<file path="src/rtl/core/fsla_pkg.sv">
// ----------------------------------------------------------------------------
// fsla_pkg
// Shared field types and codes of the fixed-slot free-list allocator.
// ----------------------------------------------------------------------------
package fsla_pkg;

   localparam int SLOT_W = 8;
   localparam int STAT_W = 2;
   localparam int USE_W  = 9;

   typedef logic [SLOT_W-1:0] slot_type;
   typedef logic [STAT_W-1:0] status_type;
   typedef logic [USE_W-1:0]  use_type;

   // request actions
   localparam logic ACT_ALLOC   = 1'b0;
   localparam logic ACT_RELEASE = 1'b1;

   // response status codes
   localparam status_type STAT_DONE        = 2'd0;
   localparam status_type STAT_EXHAUSTED   = 2'd1;
   localparam status_type STAT_BAD_RELEASE = 2'd2;

endpackage

</file>
<file path="src/rtl/core/fsla_ram.sv">
// ----------------------------------------------------------------------------
// fsla_ram
// Simple dual-port synchronous RAM, one write and one registered read port.
// ----------------------------------------------------------------------------
module fsla_ram #(
   parameter int DEPTH = 256,
   parameter int WIDTH = 8
) (
   input  logic                     clock,
   input  logic                     wr_en,
   input  logic [$clog2(DEPTH)-1:0] wr_addr,
   input  logic [WIDTH-1:0]         wr_data,
   input  logic                     rd_en,
   input  logic [$clog2(DEPTH)-1:0] rd_addr,
   output logic [WIDTH-1:0]         rd_data
);

   logic [WIDTH-1:0] mem_ff [DEPTH];
   logic [WIDTH-1:0] rd_data_ff;

   always_ff @(posedge clock) begin
      if (wr_en) begin
         mem_ff[wr_addr] <= wr_data;
      end
   end

   always_ff @(posedge clock) begin
      if (rd_en) begin
         rd_data_ff <= mem_ff[rd_addr];
      end
   end

   assign rd_data = rd_data_ff;

endmodule

</file>
<file path="src/rtl/core/fsla_ctrl.sv">
// ----------------------------------------------------------------------------
// fsla_ctrl
// Sequencer of the allocator: clearing pass, head/tail/count registers,
// read-modify-write of the link and mark memories, response register.
// ----------------------------------------------------------------------------
module fsla_ctrl #(
   parameter int SLOTS = 256
) (
   input  logic                       clock,
   input  logic                       reset,
   input  logic                       req_valid,
   output logic                       req_ready,
   input  logic                       req_action,
   input  fsla_pkg::slot_type         req_slot_index,
   output logic                       rsp_valid,
   input  logic                       rsp_ready,
   output fsla_pkg::slot_type         rsp_granted_slot,
   output fsla_pkg::status_type       rsp_status,
   output fsla_pkg::use_type          rsp_slots_in_use,
   output logic                       link_wr_en,
   output logic [$clog2(SLOTS)-1:0]   link_wr_addr,
   output logic [$clog2(SLOTS)-1:0]   link_wr_data,
   output logic                       link_rd_en,
   output logic [$clog2(SLOTS)-1:0]   link_rd_addr,
   input  logic [$clog2(SLOTS)-1:0]   link_rd_data,
   output logic                       mark_wr_en,
   output logic [$clog2(SLOTS)-1:0]   mark_wr_addr,
   output logic                       mark_wr_data,
   output logic                       mark_rd_en,
   output logic [$clog2(SLOTS)-1:0]   mark_rd_addr,
   input  logic                       mark_rd_data
);
   import fsla_pkg::*;

   localparam int IDX_W = $clog2(SLOTS);
   localparam int CNT_W = $clog2(SLOTS + 1);
   localparam logic [IDX_W-1:0] LAST_IDX = IDX_W'(SLOTS - 1);
   localparam logic [CNT_W-1:0] FULL_CNT = CNT_W'(SLOTS);
   localparam logic [CNT_W-1:0] LAST_CNT = CNT_W'(SLOTS - 1);

   localparam logic [1:0] ST_INIT = 2'd0;
   localparam logic [1:0] ST_IDLE = 2'd1;
   localparam logic [1:0] ST_EXEC = 2'd2;

   logic [1:0]       state_ff, state_in;
   logic [IDX_W-1:0] clr_ff, clr_in;
   logic [IDX_W-1:0] head_ff, head_in;
   logic [IDX_W-1:0] tail_ff, tail_in;
   logic [CNT_W-1:0] used_ff, used_in;
   logic             op_act_ff;
   slot_type         op_idx_ff;
   logic             op_range_ff;
   logic             rsp_valid_ff, rsp_valid_in;
   slot_type         rsp_slot_ff;
   status_type       rsp_status_ff;
   use_type          rsp_used_ff;

   logic             accept;
   logic             init_wr;
   logic             exec_go;
   logic             full;
   logic             alloc_ok;
   logic             rel_ok;
   logic [IDX_W-1:0] op_slot;
   slot_type         grant;
   status_type       status;

   assign req_ready = (state_ff == ST_IDLE);
   assign accept    = req_valid & req_ready;
   assign init_wr   = (state_ff == ST_INIT);
   assign exec_go   = (state_ff == ST_EXEC) & (~rsp_valid_ff | rsp_ready);
   assign full      = (used_ff == FULL_CNT);
   assign op_slot   = IDX_W'(op_idx_ff);
   assign alloc_ok  = (op_act_ff == ACT_ALLOC) & ~full;
   assign rel_ok    = (op_act_ff == ACT_RELEASE) & op_range_ff & mark_rd_data;

   // both reads go out with the accepted transaction, data is back in exec
   assign link_rd_en   = accept;
   assign link_rd_addr = head_ff;
   assign mark_rd_en   = accept;
   assign mark_rd_addr = IDX_W'(req_slot_index);

   always_comb begin
      link_wr_en   = 1'b0;
      link_wr_addr = tail_ff;
      link_wr_data = op_slot;
      mark_wr_en   = 1'b0;
      mark_wr_addr = op_slot;
      mark_wr_data = 1'b0;
      if (init_wr) begin
         link_wr_en   = 1'b1;
         link_wr_addr = clr_ff;
         link_wr_data = (clr_ff == LAST_IDX) ? clr_ff : clr_ff + 1'b1;
         mark_wr_en   = 1'b1;
         mark_wr_addr = clr_ff;
      end else if (exec_go) begin
         // append at the tail only while the list is not empty
         link_wr_en   = rel_ok & ~full;
         mark_wr_en   = alloc_ok | rel_ok;
         mark_wr_addr = alloc_ok ? head_ff : op_slot;
         mark_wr_data = alloc_ok;
      end
   end

   always_comb begin
      head_in = head_ff;
      tail_in = tail_ff;
      used_in = used_ff;
      grant   = op_idx_ff;
      status  = STAT_DONE;
      if (op_act_ff == ACT_ALLOC) begin
         if (full) begin
            grant  = '0;
            status = STAT_EXHAUSTED;
         end else begin
            grant   = SLOT_W'(head_ff);
            used_in = used_ff + 1'b1;
            // head keeps its value when the last free slot goes
            if (used_ff != LAST_CNT) begin
               head_in = link_rd_data;
            end
         end
      end else begin
         if (rel_ok) begin
            if (full) begin
               head_in = op_slot;
            end
            tail_in = op_slot;
            used_in = used_ff - 1'b1;
         end else begin
            status = STAT_BAD_RELEASE;
         end
      end
   end

   always_comb begin
      state_in = state_ff;
      clr_in   = clr_ff;
      case (state_ff)
         ST_INIT: begin
            clr_in = clr_ff + 1'b1;
            if (clr_ff == LAST_IDX) begin
               state_in = ST_IDLE;
            end
         end
         ST_IDLE: begin
            if (accept) begin
               state_in = ST_EXEC;
            end
         end
         ST_EXEC: begin
            if (exec_go) begin
               state_in = ST_IDLE;
            end
         end
         default: begin
            state_in = ST_INIT;
         end
      endcase
   end

   assign rsp_valid_in = exec_go | (rsp_valid_ff & ~rsp_ready);

   always_ff @(posedge clock) begin
      if (reset) begin
         state_ff     <= ST_INIT;
         clr_ff       <= '0;
         head_ff      <= '0;
         tail_ff      <= LAST_IDX;
         used_ff      <= '0;
         rsp_valid_ff <= 1'b0;
      end else begin
         state_ff     <= state_in;
         clr_ff       <= clr_in;
         rsp_valid_ff <= rsp_valid_in;
         if (exec_go) begin
            head_ff <= head_in;
            tail_ff <= tail_in;
            used_ff <= used_in;
         end
      end
   end

   always_ff @(posedge clock) begin
      if (accept) begin
         op_act_ff   <= req_action;
         op_idx_ff   <= req_slot_index;
         op_range_ff <= ({24'd0, req_slot_index} < 32'(SLOTS));
      end
      if (exec_go) begin
         rsp_slot_ff   <= grant;
         rsp_status_ff <= status;
         rsp_used_ff   <= USE_W'(used_in);
      end
   end

   assign rsp_valid        = rsp_valid_ff;
   assign rsp_granted_slot = rsp_slot_ff;
   assign rsp_status       = rsp_status_ff;
   assign rsp_slots_in_use = rsp_used_ff;

endmodule

</file>
<file path="src/rtl/core/fixed_slot_free_list_allocator.sv">
// ----------------------------------------------------------------------------
// fixed_slot_free_list_allocator
// Free-list slot allocator: link table and allocated marks in two RAMs.
// ----------------------------------------------------------------------------
//  channel  direction  handshake             payload
//  req      in         req_valid/req_ready   req_action, req_slot_index
//  rsp      out        rsp_valid/rsp_ready   rsp_granted_slot, rsp_status,
//                                            rsp_slots_in_use
//
//  a request is accepted in the idle state, which issues the link and mark reads;
//  the exec state uses the read data and writes back head, tail and the RAMs
//  after reset a clearing pass fills every entry of both RAMs, req_ready low
//  the result sits in an output register; a new request is taken while it
//  waits, and its exec state holds until that register is free
// ----------------------------------------------------------------------------
module fixed_slot_free_list_allocator #(
   parameter int SLOTS = 256
) (
   input  logic                 clock,
   input  logic                 reset,
   input  logic                 req_valid,
   output logic                 req_ready,
   input  logic                 req_action,
   input  fsla_pkg::slot_type   req_slot_index,
   output logic                 rsp_valid,
   input  logic                 rsp_ready,
   output fsla_pkg::slot_type   rsp_granted_slot,
   output fsla_pkg::status_type rsp_status,
   output fsla_pkg::use_type    rsp_slots_in_use
);
   import fsla_pkg::*;

   localparam int IDX_W = $clog2(SLOTS);

   logic             link_wr_en;
   logic [IDX_W-1:0] link_wr_addr;
   logic [IDX_W-1:0] link_wr_data;
   logic             link_rd_en;
   logic [IDX_W-1:0] link_rd_addr;
   logic [IDX_W-1:0] link_rd_data;
   logic             mark_wr_en;
   logic [IDX_W-1:0] mark_wr_addr;
   logic             mark_wr_data;
   logic             mark_rd_en;
   logic [IDX_W-1:0] mark_rd_addr;
   logic             mark_rd_data;

   fsla_ctrl #(.SLOTS(SLOTS)) u_ctrl (
      .clock            (clock),
      .reset            (reset),
      .req_valid        (req_valid),
      .req_ready        (req_ready),
      .req_action       (req_action),
      .req_slot_index   (req_slot_index),
      .rsp_valid        (rsp_valid),
      .rsp_ready        (rsp_ready),
      .rsp_granted_slot (rsp_granted_slot),
      .rsp_status       (rsp_status),
      .rsp_slots_in_use (rsp_slots_in_use),
      .link_wr_en       (link_wr_en),
      .link_wr_addr     (link_wr_addr),
      .link_wr_data     (link_wr_data),
      .link_rd_en       (link_rd_en),
      .link_rd_addr     (link_rd_addr),
      .link_rd_data     (link_rd_data),
      .mark_wr_en       (mark_wr_en),
      .mark_wr_addr     (mark_wr_addr),
      .mark_wr_data     (mark_wr_data),
      .mark_rd_en       (mark_rd_en),
      .mark_rd_addr     (mark_rd_addr),
      .mark_rd_data     (mark_rd_data)
   );

   fsla_ram #(.DEPTH(SLOTS), .WIDTH(IDX_W)) u_link_ram (
      .clock   (clock),
      .wr_en   (link_wr_en),
      .wr_addr (link_wr_addr),
      .wr_data (link_wr_data),
      .rd_en   (link_rd_en),
      .rd_addr (link_rd_addr),
      .rd_data (link_rd_data)
   );

   fsla_ram #(.DEPTH(SLOTS), .WIDTH(1)) u_mark_ram (
      .clock   (clock),
      .wr_en   (mark_wr_en),
      .wr_addr (mark_wr_addr),
      .wr_data (mark_wr_data),
      .rd_en   (mark_rd_en),
      .rd_addr (mark_rd_addr),
      .rd_data (mark_rd_data)
   );

endmodule

</file>
<file path="config.mk">
export PLATFORM = sky130hd
export DESIGN_NAME = fixed_slot_free_list_allocator
export DESIGN_NICKNAME = d
export VERILOG_FILES = /design/src/rtl/core/fsla_pkg.sv /design/src/rtl/core/fsla_ram.sv /design/src/rtl/core/fsla_ctrl.sv /design/src/rtl/core/fixed_slot_free_list_allocator.sv
export SDC_FILE = /design/constraint.sdc
export NUM_CORES = 2
export LEC_CHECK = 0
export BUFFER_PORTS_ARGS = -buffer_cell sky130_fd_sc_hd__buf_2
export CAP_MARGIN = 20
export CORE_ASPECT_RATIO = 1.1
export CORE_MARGIN = 3
export CORE_UTILIZATION = 60
export DETAILED_ROUTE_END_ITERATION = 8
export GPL_TIMING_DRIVEN = 1
export HOLD_SLACK_MARGIN = 0.08
export PLACE_DENSITY_LB_ADDON = 0.2
export SKIP_LAST_GASP = 1
export SLEW_MARGIN = 20
export SYNTH_ARGS = -nofsm -noshare
export SYNTH_HDL_FRONTEND = slang
export SYNTH_SLANG_ARGS = --single-unit
</file>
<file path="constraint.sdc">
create_clock -name clock -period 40.6 [get_ports clock]
set_clock_uncertainty 0.05 [all_clocks]
set_input_delay 6.09 -clock clock [delete_from_list [all_inputs] [get_ports clock]]
set_output_delay 6.09 -clock clock [all_outputs]
set_load 0.005 [all_outputs]
</file>
==> results.tsv <==
stage	metric	value	unit
clock_network	H-tree levels	4	
yosys	Area contributors post-synth	edfxtp_1, mux4_2, nor2_1	
setup_path	crit path to	u_link_ram.mem_ff[53][5]$_DFFE_PP_	
floorplanning	Die Wd	384	um
clock_network	post_cts resized	0	
drt	total routed wirelength	231000	um
clock_network	CTS buffer count	221	
drt	drc violations	0	
yosys	register area share after synthesis	0.752	
yosys	top cell type's share of synthesized area	0.744	
drt	initial DRC count	6670	
yosys	Compound-Gate Fraction of Synth Area	0.0392	
timing	Hold WS	0.550	ns
final_layout	Final Util	0.663	
yosys	Post-Synthesis Cells	4982	
yosys	Post-Synth XOR/XNOR Area	0.00232	
setup_path	CP max FO	17	
global_route	antenna violations before repair	7	
timing	Fin. Hold Viols	0	
job	max-cap violations	0	
setup_path	Slowest cell on crit path	nand2_1	
final_layout	Synth-to-Final Area Change	9.68	%
timing	post-layout minimum cycle time	8.94	ns
yosys	post-synthesis mux area share	0.142	
drt	router iterations before antenna repair	6	
timing	PnR worst setup slack	31.66	ns
floorplanning	IO Count	34	
timing	Post-Route Setup TNS	0	ns
final_layout	Final Cell Area	104000	um2
clock_network	hold_buf cts	0	
setup_path	crit path kind	in2reg	
clock_network	Max Root-Sink Buffers	3	
timing	final period utilization	0.220	
placed_design	placed insts	6853	
clock_network	CTS tree	yes	
setup_path	worst reg2reg endpoint	u_link_ram.rd_data[3]$_DFFE_PP_	
yosys	yosys warns	0	
global_route	first-pass GRT wire length	338000	um
yosys	most frequent cells after synthesis	edfxtp_1, nor2_1, mux4_2	
clock_network	# Post-CTS Setup Buffers	0	
min_path	Hold WC Path Type	reg2reg	
setup_path	most used cell, CP	buf_4	
global_route	largest net degree at the start of global routing	188	
final_layout	non-filler instance count after layout	7259	
drt	Vias/cell	6.77	
setup_path	reg2reg path depth	9	
setup_path	reg2reg setup slack	34.16	ns
placed_design	DP HPWL	137000	um
placed_design	placed inst area	96400	um2
timing	measured slew at the worst slew-check pin	1.28	ns
clock_network	clock transition at the registers of the reported paths	0.06	ns
timing	fin. max-slew vios	0	
yosys	Async S/R FF share, synth	0	
drt	vias	49200	
yosys	Synth Area in Adders	0.000663	
floorplanning	Die ar.	162000	um2
floorplanning	core area	156000	um2
placed_design	GPL Wtd Cong	0.862	
setup_path	Worst setup EP type	register	
setup_path	Critical Path RT	41.05	ns
yosys	largest family of logic cells by synthesized area	multiplexers	
setup_path	Arr. time, crit path	9.39	ns
setup_path	Critical Path Start Type	input pin	
setup_path	crit path launch	rsp_ready	
timing	RSZ-0062 raised after global routing	no	
yosys	count leader, synth	edfxtp_1	
pwr	Overall Power	4.81	mW
global_route	GRT overflow	0	
floorplanning	Core Rows	152	
placed_design	worst slack, placed	30.93	ns
pwr	power per cell area	46.5	nW/um2
yosys	Netlist Area Pre-Place	94400	um2
setup_path	start of the worst register-to-register path	u_ctrl.link_rd_addr[1]$_SDFFE_PP0P_	
drt	WL per Instance	31.8	um
setup_path	max incr delay on CP	0.82	ns
clock_network	Clock Latency Late Sink	0.86	ns
yosys	EDFF count, synth	2341	
timing	Finish-stage setup viols	0	
global_route	Total GRT Usage	0.288	
placed_design	I/O Buffers	33	
pwr	Max VDD drop	41.3	uV
drt	Final ANT Viol Nets	0	
yosys	syn nets	5000	
pwr	Leakage	31.9	nW
floorplanning	Starting Density	0.605	
floorplanning	die height	422	um
yosys	predominant post-synthesis flop cell	edfxtp_1	
yosys	post-synthesis simple-gate area fraction	0.0448	
global_route	vias in the first global route	48200	
final_layout	Final Net Count	5017	
yosys	leading area contributor after synthesis	edfxtp_1	
yosys	Yosys cell types	68	
setup_path	CP cell instances	buf_2 > nor2b_1 > nor3_2 > buf_4 > a21oi_1 > o21ba_2 > nand2_1 > buf_4 > nor2_1	
final_layout	share of layout cells above drive strength 1	0.191	
clock_network	clk sinks	2377	
yosys	Avg Cell Area, Syn	19.0	um2
yosys	FF+latch count, synth	2377	
timing	fmax	112	MHz
run_status	status	finished, final reports clean	
timing	Max-slew headroom	0.138	
clock_network	root buf cell	clkbuf_16	
[layer usage]
| metal | up-vias | wire length, um | GRT usage |
|---|---|---|---|
| li1 | 20200 | - | - |
| met1 | 25600 | 89200 | 0.424 |
| met2 | 2905 | 108000 | 0.433 |
| met3 | 459 | 24800 | 0.0645 |
| met4 | 2 | 8730 | 0.101 |
| met5 | - | 15 | 0 |
[worst max-delay path, delay by kind of cell]
family | cells | cell delay [ns]
AO/OA/AOI/OAI | 2 | 0.58
buffers and inverters | 3 | 0.77
AND/OR/NAND/NOR | 4 | 1.93
[cells by family after synthesis]
logic type,count (synthesis)
DFF,2377
and+or+nand+nor,971
muxes,718
AOI/OAI and AO/OA,542
buffers and inverters,344
xor gates and xnor gates,25
adders and majority gates,5
[report_power, final]
part / switching, mW / total, mW / internal [mW] / leakage [nW]
logic: 0.0662 / 0.0800 / 0.0138 / 6.13
clock network: 0.887 / 2.04 / 1.15 / 3.46
registers: 0.00168 / 2.69 / 2.69 / 22.3
[cell type report]
type                       count  area, um2
clock buffer                 279       5810
inverter                      18       75.1
sequential                  2377      71000
clock inverter               124       1310
tap                         2079       2600
antenna                        1       2.50
timing repair buffer         120        936
multi-input combinational   2261      21800
fill                       10000      52600
[sequential cells by signal, summed over array words and instances (netlist names)]
register and flops:
u_ctrl.op_idx_ff 8, u_link_ram.mem_ff 2048, u_ctrl.rsp_slots_in_use 9, u_ctrl.used_ff 9, u_mark_ram.rd_data 1, u_ctrl.rsp_valid 1
u_ctrl.clr_ff 8, u_ctrl.op_act_ff 1, u_ctrl.rsp_granted_slot 8, u_ctrl.rsp_status 2, u_ctrl.link_rd_addr 8, u_ctrl.tail_ff 8
u_link_ram.rd_data 8, u_ctrl.state_ff 2, u_mark_ram.mem_ff 256
[how the worst min path moves through the flow]
stage,depth (start not counted),endpoint,from
finish,2,u_ctrl.used_ff[6]$_SDFFE_PP0N_,u_ctrl.used_ff[6]$_SDFFE_PP0N_
global route,1,u_ctrl.tail_ff[2]$_SDFFE_PP1P_,u_ctrl.op_idx_ff[2]$_DFFE_PP_
CTS,1,u_ctrl.tail_ff[2]$_SDFFE_PP1P_,u_ctrl.op_idx_ff[2]$_DFFE_PP_
detailed placement,1,u_ctrl.tail_ff[2]$_SDFFE_PP1P_,u_ctrl.op_idx_ff[2]$_DFFE_PP_
global placement,2,u_ctrl.clr_ff[3]$_SDFFE_PP0P_,u_ctrl.clr_ff[3]$_SDFFE_PP0P_
floorplan,1,u_ctrl.tail_ff[2]$_SDFFE_PP1P_,u_ctrl.op_idx_ff[2]$_DFFE_PP_
[cell usage in the layout (no fill, tap or decap), drive strengths merged, types with 6 or more instances in the layout]
cell     instances
mux2i          200
nand3b           9
o211ai          11
and2            12
nor3            22
buf            120
clkbuf         279
o31ai           20
nand4           14
o21ai           49
o311ai           7
or3              7
a21oi          143
a211o           11
mux2            24
clkinv          93
nor2b           41
a22o            34
inv             23
nor4            14
xor2            13
dfxtp           36
o2111ai          9
a31oi           15
o221ai          28
bufinv          22
or4              6
mux4           494
xnor2           12
nand3           55
nor2           585
a22oi           79
a211oi          53
a221oi          18
nand2b          10
edfxtp        2341
nor3b           14
o22ai           36
nand2          161
and3             6
Power figures use the tool's default switching activity.
